==> src/rtl/dar_pkg.sv <==
// ----------------------------------------------------------------------------
// dar_pkg: shared types, codes and lookups for the direction auto-repeat block
// Register indexes, sequencer states and the direction to step-flag table.
// ----------------------------------------------------------------------------
package dar_pkg;

  localparam int unsigned TimeW   = 24;  // configured times, microseconds
  localparam int unsigned DtW     = 20;  // elapsed time per tick
  localparam int unsigned DirW    = 4;
  localparam int unsigned BtnW    = 6;
  localparam int unsigned CountW  = 8;   // repeat counter, ramp steps
  localparam int unsigned CdW     = 32;  // signed countdown
  localparam int unsigned DivNumW = 32;  // ramp product, divider dividend
  localparam int unsigned CfgIdxW = 3;

  localparam logic [DirW-1:0] DirNone = 4'd0;
  localparam logic [DirW-1:0] DirMax  = 4'd8;

  typedef enum logic [CfgIdxW-1:0] {
    CFG_INITIAL_DELAY      = 3'd0,
    CFG_FAST_INITIAL_DELAY = 3'd1,
    CFG_SLOW_INTERVAL      = 3'd2,
    CFG_FAST_INTERVAL      = 3'd3,
    CFG_FAST_MODE_INTERVAL = 3'd4,
    CFG_RAMP_STEPS         = 3'd5
  } cfg_idx_e;

  typedef enum logic [2:0] {
    ST_IDLE,
    ST_EVAL,
    ST_MUL,
    ST_DIV,
    ST_FIN,
    ST_OUT
  } state_e;

  // Step flags, bit order: up, down, left, right
  typedef struct packed {
    logic right;
    logic left;
    logic down;
    logic up;
  } step_t;

  function automatic step_t dir_flags(input logic [DirW-1:0] dir);
    step_t f;
    f = '0;
    case (dir)
      4'd1:    f.right = 1'b1;
      4'd2:    begin f.up = 1'b1;   f.right = 1'b1; end
      4'd3:    f.up = 1'b1;
      4'd4:    begin f.up = 1'b1;   f.left = 1'b1; end
      4'd5:    f.left = 1'b1;
      4'd6:    begin f.down = 1'b1; f.left = 1'b1; end
      4'd7:    f.down = 1'b1;
      4'd8:    begin f.down = 1'b1; f.right = 1'b1; end
      default: f = '0;
    endcase
    return f;
  endfunction

endpackage

==> src/rtl/direction_auto_repeat.sv <==
// ----------------------------------------------------------------------------
// direction_auto_repeat: typematic auto-repeat for an 8-way direction
// Steps on a new direction, repeats after a delay, ramps the repeat interval
// linearly from slow to fast using a serial divider.
// ----------------------------------------------------------------------------
//
// Channel   Dir  Handshake                 Payload
// s_axis    in   s_axis_tvalid/tready      one frame tick
// m_axis    out  m_axis_tvalid/tready      one step result per tick
// cfg       in   cfg_valid_i/cfg_ready_o   register index + 24-bit data
//
// A tick runs ST_EVAL then ST_OUT when no ramp interval is needed, adds ST_FIN
// when a fixed interval reloads the countdown, and adds ST_MUL and ST_DIV before
// ST_FIN when the ramp interval is computed by the restoring divider.
// s_axis_tready is high only while the sequencer is idle. A finished result
// sits in the output register while the next tick is taken; m_axis stalls
// hold only that register, and a new result waits in ST_OUT until it drains.
// Reset (async, active low) loads the default register values and clears the
// held direction, repeat count and countdown.
//
module direction_auto_repeat
  import dar_pkg::*;
(
  input  logic                          clk_i,
  input  logic                          rst_ni,
  // config write channel
  input  logic                          cfg_valid_i,
  output logic                          cfg_ready_o,
  input  logic [dar_pkg::CfgIdxW-1:0]   cfg_addr_i,
  input  logic [dar_pkg::TimeW-1:0]     cfg_data_i,
  // input ticks
  input  logic                          s_axis_tvalid,
  output logic                          s_axis_tready,
  // [3:0] direction, [7:4] alt_direction, [13:8] buttons, [33:14] dt_us
  input  logic [39:0]                   s_axis_tdata,
  // results
  output logic                          m_axis_tvalid,
  input  logic                          m_axis_tready,
  // [0] step_up, [1] step_down, [2] step_left, [3] step_right,
  // [4] fast_mode, [10:5] pressed_mask
  output logic [15:0]                   m_axis_tdata
);

  // configuration registers
  logic [TimeW-1:0]  init_delay_q, fast_init_delay_q;
  logic [TimeW-1:0]  slow_iv_q, fast_iv_q, fast_mode_iv_q;
  logic [CountW-1:0] ramp_steps_q;

  // block state
  logic [DirW-1:0]   held_q, held_d;
  logic [CountW-1:0] rpt_q, rpt_d;
  logic [CdW-1:0]    cd_q, cd_d;

  // per-tick working registers
  state_e            state_q, state_d;
  logic [DirW-1:0]   dir_q;
  logic              fast_q;
  logic [BtnW-1:0]   btn_q;
  logic [DtW-1:0]    dt_q;
  logic [CdW:0]      c_q, c_d;        // countdown minus dt, signed
  logic [TimeW-1:0]  iv_q, iv_d;      // reload interval
  step_t             flags_q, flags_d;
  logic              neg_q, neg_d;    // ramp runs downward (fast < slow)

  // output register
  logic              out_valid_q;
  logic [15:0]       out_data_q;

  // input decode
  logic [DirW-1:0]   in_dir, in_alt, eff_dir;
  logic              eff_fast;
  logic              accept;

  // ramp arithmetic
  logic [TimeW-1:0]   span_mag;
  logic [DivNumW-1:0] prod;
  logic               div_start;
  logic               div_done;
  logic [DivNumW-1:0] div_quo;
  logic [CdW:0]       c_sub;
  logic [CdW+1:0]     c_sum;
  logic [CountW-1:0]  rpt_inc;

  assign cfg_ready_o = 1'b1;

  always_ff @(posedge clk_i or negedge rst_ni) begin
    if (!rst_ni) begin
      init_delay_q      <= TimeW'(400000);
      fast_init_delay_q <= TimeW'(150000);
      slow_iv_q         <= TimeW'(150000);
      fast_iv_q         <= TimeW'(50000);
      fast_mode_iv_q    <= TimeW'(30000);
      ramp_steps_q      <= CountW'(8);
    end else if (cfg_valid_i) begin
      unique case (cfg_addr_i)
        CFG_INITIAL_DELAY:      init_delay_q      <= cfg_data_i;
        CFG_FAST_INITIAL_DELAY: fast_init_delay_q <= cfg_data_i;
        CFG_SLOW_INTERVAL:      slow_iv_q         <= cfg_data_i;
        CFG_FAST_INTERVAL:      fast_iv_q         <= cfg_data_i;
        CFG_FAST_MODE_INTERVAL: fast_mode_iv_q    <= cfg_data_i;
        CFG_RAMP_STEPS:         ramp_steps_q      <= cfg_data_i[CountW-1:0];
        default:                ;
      endcase
    end
  end

  // Out-of-range codes count as none; the secondary direction drives only
  // when the main one is none.
  assign in_dir   = (s_axis_tdata[3:0] > DirMax) ? DirNone : s_axis_tdata[3:0];
  assign in_alt   = (s_axis_tdata[7:4] > DirMax) ? DirNone : s_axis_tdata[7:4];
  assign eff_fast = (in_dir == DirNone) && (in_alt != DirNone);
  assign eff_dir  = eff_fast ? in_alt : in_dir;

  assign s_axis_tready = (state_q == ST_IDLE);
  assign accept        = s_axis_tvalid && s_axis_tready;

  always_ff @(posedge clk_i) begin
    if (accept) begin
      dir_q  <= eff_dir;
      fast_q <= eff_fast;
      btn_q  <= s_axis_tdata[13:8];
      dt_q   <= s_axis_tdata[33:14];
    end
  end

  // Shared arithmetic: countdown minus dt, saturating repeat increment,
  // |fast - slow| * n feeding the divider, and the final reload add.
  assign c_sub    = {cd_q[CdW-1], cd_q} - {{(CdW+1-DtW){1'b0}}, dt_q};
  assign rpt_inc  = (rpt_q == {CountW{1'b1}}) ? rpt_q : rpt_q + 1'b1;
  assign span_mag = neg_q ? (slow_iv_q - fast_iv_q) : (fast_iv_q - slow_iv_q);
  assign prod     = DivNumW'(span_mag) * DivNumW'(rpt_q);
  assign div_start = (state_q == ST_MUL);
  assign c_sum    = {c_q[CdW], c_q} + {{(CdW+2-TimeW){1'b0}}, iv_q};

  dar_div u_div (
    .clk_i      (clk_i),
    .rst_ni     (rst_ni),
    .start_i    (div_start),
    .dividend_i (prod),
    .divisor_i  (ramp_steps_q),
    .done_o     (div_done),
    .quotient_o (div_quo)
  );

  // next state
  always_comb begin
    state_d = state_q;
    unique case (state_q)
      ST_IDLE: if (accept) state_d = ST_EVAL;
      ST_EVAL: begin
        if (dir_q == DirNone || dir_q != held_q || !c_sub[CdW] && c_sub != '0) begin
          state_d = ST_OUT;
        end else if (fast_q || rpt_inc >= ramp_steps_q) begin
          state_d = ST_FIN;
        end else begin
          state_d = ST_MUL;
        end
      end
      ST_MUL:  state_d = ST_DIV;
      ST_DIV:  if (div_done) state_d = ST_FIN;
      ST_FIN:  state_d = ST_OUT;
      ST_OUT:  if (!out_valid_q || m_axis_tready) state_d = ST_IDLE;
      default: state_d = ST_IDLE;
    endcase
  end

  // datapath updates
  always_comb begin
    held_d  = held_q;
    rpt_d   = rpt_q;
    cd_d    = cd_q;
    c_d     = c_q;
    iv_d    = iv_q;
    flags_d = flags_q;
    neg_d   = neg_q;
    unique case (state_q)
      ST_EVAL: begin
        flags_d = '0;
        neg_d   = fast_iv_q < slow_iv_q;
        if (dir_q == DirNone) begin
          held_d = DirNone;
          rpt_d  = '0;
          cd_d   = '0;
        end else if (dir_q != held_q) begin
          // new direction: step at once, load the first-repeat delay
          held_d  = dir_q;
          rpt_d   = '0;
          cd_d    = CdW'(fast_q ? fast_init_delay_q : init_delay_q);
          flags_d = dir_flags(dir_q);
        end else if (!c_sub[CdW] && c_sub != '0) begin
          cd_d = c_sub[CdW-1:0];
        end else begin
          // countdown expired: repeat step and pick the reload interval
          rpt_d   = rpt_inc;
          c_d     = c_sub;
          flags_d = dir_flags(dir_q);
          iv_d    = fast_q ? fast_mode_iv_q : fast_iv_q;
        end
      end
      ST_DIV: begin
        if (div_done) begin
          iv_d = neg_q ? (slow_iv_q - div_quo[TimeW-1:0])
                       : (slow_iv_q + div_quo[TimeW-1:0]);
        end
      end
      ST_FIN: begin
        // overdue past the whole interval: reload the bare interval, drop missed steps
        cd_d = c_sum[CdW+1] ? CdW'(iv_q) : c_sum[CdW-1:0];
      end
      default: ;
    endcase
  end

  always_ff @(posedge clk_i or negedge rst_ni) begin
    if (!rst_ni) begin
      state_q <= ST_IDLE;
      held_q  <= DirNone;
      rpt_q   <= '0;
      cd_q    <= '0;
    end else begin
      state_q <= state_d;
      held_q  <= held_d;
      rpt_q   <= rpt_d;
      cd_q    <= cd_d;
    end
  end

  always_ff @(posedge clk_i) begin
    c_q     <= c_d;
    iv_q    <= iv_d;
    flags_q <= flags_d;
    neg_q   <= neg_d;
  end

  // output register
  always_ff @(posedge clk_i or negedge rst_ni) begin
    if (!rst_ni) begin
      out_valid_q <= 1'b0;
    end else if (state_q == ST_OUT && (!out_valid_q || m_axis_tready)) begin
      out_valid_q <= 1'b1;
    end else if (m_axis_tready) begin
      out_valid_q <= 1'b0;
    end
  end

  always_ff @(posedge clk_i) begin
    if (state_q == ST_OUT && (!out_valid_q || m_axis_tready)) begin
      out_data_q <= {5'b0, btn_q, fast_q, flags_q.right, flags_q.left,
                     flags_q.down, flags_q.up};
    end
  end

  assign m_axis_tvalid = out_valid_q;
  assign m_axis_tdata  = out_data_q;

endmodule

==> src/rtl/dar_div.sv <==
// ----------------------------------------------------------------------------
// dar_div: radix-2 restoring divider, 32-bit dividend by 8-bit divisor
// One quotient bit per cycle; done pulses with the quotient valid.
// ----------------------------------------------------------------------------
module dar_div
  import dar_pkg::*;
(
  input  logic                          clk_i,
  input  logic                          rst_ni,
  input  logic                          start_i,
  input  logic [dar_pkg::DivNumW-1:0]   dividend_i,
  input  logic [dar_pkg::CountW-1:0]    divisor_i,
  output logic                          done_o,
  output logic [dar_pkg::DivNumW-1:0]   quotient_o
);

  localparam int unsigned CntW = $clog2(DivNumW);

  logic                  busy_q, busy_d;
  logic [CntW-1:0]       cnt_q, cnt_d;
  logic                  done_q, done_d;
  logic [DivNumW-1:0]    quo_q, quo_d;
  logic [CountW-1:0]     rem_q, rem_d;
  logic [CountW-1:0]     dsr_q, dsr_d;
  logic [CountW:0]       shifted;
  logic [CountW:0]       trial;

  assign shifted = {rem_q, quo_q[DivNumW-1]};
  assign trial   = shifted - {1'b0, dsr_q};

  always_comb begin
    busy_d = busy_q;
    cnt_d  = cnt_q;
    done_d = 1'b0;
    quo_d  = quo_q;
    rem_d  = rem_q;
    dsr_d  = dsr_q;
    if (start_i) begin
      busy_d = 1'b1;
      cnt_d  = '0;
      quo_d  = dividend_i;
      rem_d  = '0;
      dsr_d  = divisor_i;
    end else if (busy_q) begin
      // remainder stays below the divisor, so the trial fits one extra bit
      if (shifted >= {1'b0, dsr_q}) begin
        rem_d = trial[CountW-1:0];
        quo_d = {quo_q[DivNumW-2:0], 1'b1};
      end else begin
        rem_d = shifted[CountW-1:0];
        quo_d = {quo_q[DivNumW-2:0], 1'b0};
      end
      cnt_d = cnt_q + 1'b1;
      if (cnt_q == CntW'(DivNumW - 1)) begin
        busy_d = 1'b0;
        done_d = 1'b1;
      end
    end
  end

  always_ff @(posedge clk_i or negedge rst_ni) begin
    if (!rst_ni) begin
      busy_q <= 1'b0;
      cnt_q  <= '0;
      done_q <= 1'b0;
    end else begin
      busy_q <= busy_d;
      cnt_q  <= cnt_d;
      done_q <= done_d;
    end
  end

  always_ff @(posedge clk_i) begin
    quo_q <= quo_d;
    rem_q <= rem_d;
    dsr_q <= dsr_d;
  end

  assign done_o     = done_q;
  assign quotient_o = quo_q;

endmodule

==> config.mk <==
export PLATFORM = sky130hd
export DESIGN_NAME = direction_auto_repeat
export DESIGN_NICKNAME = d
export VERILOG_FILES = /design/src/rtl/dar_pkg.sv /design/src/rtl/direction_auto_repeat.sv /design/src/rtl/dar_div.sv
export SDC_FILE = /design/constraint.sdc
export NUM_CORES = 1
export LEC_CHECK = 0
export BUFFER_PORTS_ARGS = -buffer_cell sky130_fd_sc_hd__buf_4
export CAP_MARGIN = 20
export CORE_MARGIN = 5
export CORE_UTILIZATION = 50
export CTS_CLUSTER_DIAMETER = 80
export DETAILED_ROUTE_END_ITERATION = 8
export PLACE_DENSITY = 0.66
export SYNTH_ARGS = -nofsm -noshare
export SYNTH_HDL_FRONTEND = slang
export SYNTH_SLANG_ARGS = --single-unit
==> constraint.sdc <==
create_clock -name clk_i -period 8.49 [get_ports clk_i]
set_input_delay 1.698 -clock clk_i [delete_from_list [all_inputs] [get_ports clk_i]]
set_output_delay 1.698 -clock clk_i [all_outputs]
set_load 0.005 [all_outputs]
==> impl_metrics.py <==
metrics = {
    "floorplan": {
        "dieArea_sq_mm": 0.0588,
        "fp.dieH_um": 242,
        "rows": 85,
        "initial_utilization": 0.503,
        "ioPinCount": 91,
        "fp.coreArea_sq_mm": 0.0537,
        "dieWidth_um": 242,
    },
    "logic_synthesis": {
        "syn_area_per_cell_sq_um": 9.69,
        "synthFlopType": "dfrtp_1",
        "syn_inst": 2788,
        "seq_area_frac_synth": 0.337,
        "synth_edf_count": 144,
        "yosys.area.top_type_share": 0.160,
        "netlist_area_sq_mm": 0.0270,
        "async_flop_share": 0.546,
        "synth-seq-cells": 335,
        "ys_top_cells_by_area": "edfxtp_1 16%, dfrtp_1 14%, fa_1 10%, ha_1 8.6%, mux2_2 4.8%",
        "synth.distinct_cells": 80,
        "synth_top_cell_by_area": "edfxtp_1",
        "yosysWarnings": 0,
    },
    "power_and_ir_drop": {
        "power_switching_uw": 3520,
        "seq_power_share": 0.292,
        "clock_power_share": 0.214,
        "p_leak_uw": 0.0138,
        "p_sw_frac": 0.418,
        "powerDensity_mw_per_mm2": 282,
        "ir_drop_mv": 0.155,
        "comb_power_share": 0.494,
        "p_int_uw": 4900,
    },
    "drt": {
        "vias_per_cell": 5.76,
        "wl_met1_mm": 30.9,
        "met3_length_mm": 2.97,
        "ant_nets": 0,
        "route.detailed.drc": 0,
        "firstDrtPassIters": 7,
        "wl_per_cell_um": 19.5,
        "drt_wl_total_mm": 69.7,
        "wl_met2_mm": 33.5,
        "drt-initial-drc-count": 1509,
        "highest_layer": "met4",
        "dr_total_vias": 20583,
    },
    "global_routing": {
        "antenna_found_initial": 0,
        "grt_use_total": 0.235,
        "grt_pass1_wl_mm": 113,
        "grt_pass1_vias": 21347,
        "grt_max_degree": 72,
        "grt-ovfl-total": 0,
    },
    "critical_path": {
        "crit_start": "slow_iv_q[0]",
        "critical_path_class": "reg -> reg",
        "rr_startpoint": "slow_iv_q[0]",
        "arrival_ns": 8.24,
        "slowest_delay_ns": 0.56,
        "crit_required_ns": 8.76,
        "crit_path_end_kind": "flip-flop",
        "cp_max_fo": 9,
        "slowest_stage": "fa_1",
        "crit_top_cell": "fa_1",
        "worstSetupStartpointType": "flip-flop",
    },
    "clock_tree": {
        "h-tree-depth": 2,
        "ctsLongestPathBuffers": 3,
        "cts_setup_buffers": 0,
        "clock_latency_ns": 0.56,
        "cts_tree": "built",
        "cts_root_buf": "clkbuf_16",
        "cts_sinks": 335,
        "cts_hold_buf": 0,
        "cts_buffers": 39,
        "cts.clk_slew.worst_paths_ns": 0.06,
    },
    "sta": {
        "min_period_over_period": 0.939,
        "clock.fmax_mhz": 125,
        "tns_ns": 0,
        "worst_pin_slew_ns": 1.23,
        "hold_violations": 0,
        "drv_slew": 0,
        "setup_viol": 0,
        "fin_crit_ns": 7.97,
        "max_slew_margin": 0.157,
        "clock_skew_ns": 0.0143,
        "rsz0062_at_grt": "false",
    },
    "placed_design": {
        "gp_congestion": 0.912,
        "io_buffers": 78,
        "dp_hpwl_mm": 52.5,
        "dp.cells": 3499,
    },
    "flow_run": {
        "maxCapViolations": 0,
    },
    "cells_and_area": {
        "nFillCells": 4718,
        "layout.nets": 3241,
        "drive_gt1_frac": 0.139,
        "syn_to_final_growth_pct": 10.5,
        "fin_cells": 3573,
    },
    "worst_hold_path": {
        "hp-class": "reg -> reg",
        "min_from": "btn_q[2]",
    },
    "outcome": {
        "outcome": "finished, final reports clean",
    },
}
==> flip-flops by register name (all words and copies together) (netlist names), 3 cells and up <==
name / count
u_div.cnt_q: 5
dir_q: 4
rpt_q: 8
ramp_steps_q: 8
cd_q: 32
init_delay_q: 24
u_div.quotient_o: 32
flags_q: 4
m_axis_tdata: 11
fast_mode_iv_q: 24
fast_iv_q: 24
slow_iv_q: 24
fast_init_delay_q: 24
iv_q: 24
c_q: 33
u_div.rem_q: 8
held_q: 4
state_q: 3
btn_q: 6
u_div.dsr_q: 8
dt_q: 20
==> per-layer routing <==
| metal | vias to the layer above | GRT usage |
|---|---|---|
| met5 | - | 0 |
| met4 | 0 | 0.0708 |
| met3 | 133 | 0.0269 |
| met2 | 508 | 0.407 |
| li1 | 9739 | - |
| met1 | 10203 | 0.311 |
==> power groups by stage <==
stage	clock network, uW	registers (uW)	logic [uW]
floorplan	0	2360	2910
CTS	1840	2460	4090
detailed placement	0	2480	4060
global route	1900	2500	4530
finish	1800	2460	4150
global placement	0	2460	3970
==> synthesized netlist by cell type (21+ instances only) <==
cell type,count
a211oi_1,29
inv_1,281
nand4_1,21
a21o_1,81
nand2_1,255
mux2i_1,79
nand2b_1,24
nor2_1,146
o21ai_0,194
and2_1,114
ha_1,186
fa_1,138
dfrtp_1,147
edfxtp_1,144
xnor2_1,99
o22ai_1,32
clkbuf_1,95
xor2_1,51
mux2_4,29
dfstp_2,36
nand3_1,32
mux2_2,114
nor3_1,49
nor2b_1,22
a21oi_1,136
==> timing repair <==
item	4_1_cts	5_1_grt
hold endpoints to repair	0	0
resized for setup	0	6
setup endpoints to repair	0	6
==> worst max-delay path, delay by kind of cell (launching register included) <==
kind | cells | cell delay (ns)
adders and majority gates | 7 | 3.02
AOI/OAI and AO/OA | 14 | 2.82
and+or+nand+nor | 5 | 0.63
buffers and inverters | 5 | 0.44
xor gates and xnor gates | 2 | 0.41
DFF | 1 | 0.38
==> through the flow <==
stage	power (uW)	setup slack, ns	hold WS [ns]	cell area [sq um]	utilization
after floorplan	5260	1.17	0.400	27000	-
after global routing	8940	0.0482	0.433	29800	0.556
after CTS	8390	0.294	0.419	29800	0.555
after detailed placement	6540	0.331	0.407	28400	0.529
final	8420	0.516	0.415	29800	0.556
after global placement	6430	0.467	0.401	28400	0.529
==> area by class of cell <==
cell class              instances  area [sq um]  share of cell area
diodes                          1          2.50           0.0000838
clock buffers                  47          1080              0.0361
clock inverters                25           297             0.00994
inverters                     284          1070              0.0357
multi-input cells            2059         16400               0.551
flip-flops and latches        335          9110               0.305
well taps                     696           871              0.0292
repair buffers                126           972              0.0326
==> cell families after synthesis <==
family	count (synthesis)	share of synthesized area
adders and majority gates	324	0.188
and+or+nand+nor	749	0.135
xor gates and xnor gates	150	0.0487
DFF	335	0.337
AOI/OAI and AO/OA	608	0.140
other	2	0.000278
buffers and inverters	398	0.0570
muxes	222	0.0930
==> final timing paths <==
path,endpoint,cells after the start,slack [ns]
setup reg to reg,u_div.quotient_o[22],33,0.52
hold reg to reg,m_axis_tdata[7],0,0.42
min in group asynchronous,cd_q[0],1,1.06
max in group asynchronous,slow_iv_q[1],2,6.12
hold / removal,m_axis_tdata[7],0,0.42
setup / recovery,u_div.quotient_o[22],33,0.52
==> placed cells by master (no fill, tap or decap), types with 97 or more instances in the layout <==
cell type	count
inv_1	281
nand2_1	255
o21ai_0	193
ha_1	186
dfrtp_1	146
nor2_1	145
edfxtp_1	144
fa_1	138
a21oi_1	136
buf_4	124
and2_1	114
mux2_2	114
xnor2_1	97
Power figures use the tool's default switching activity.
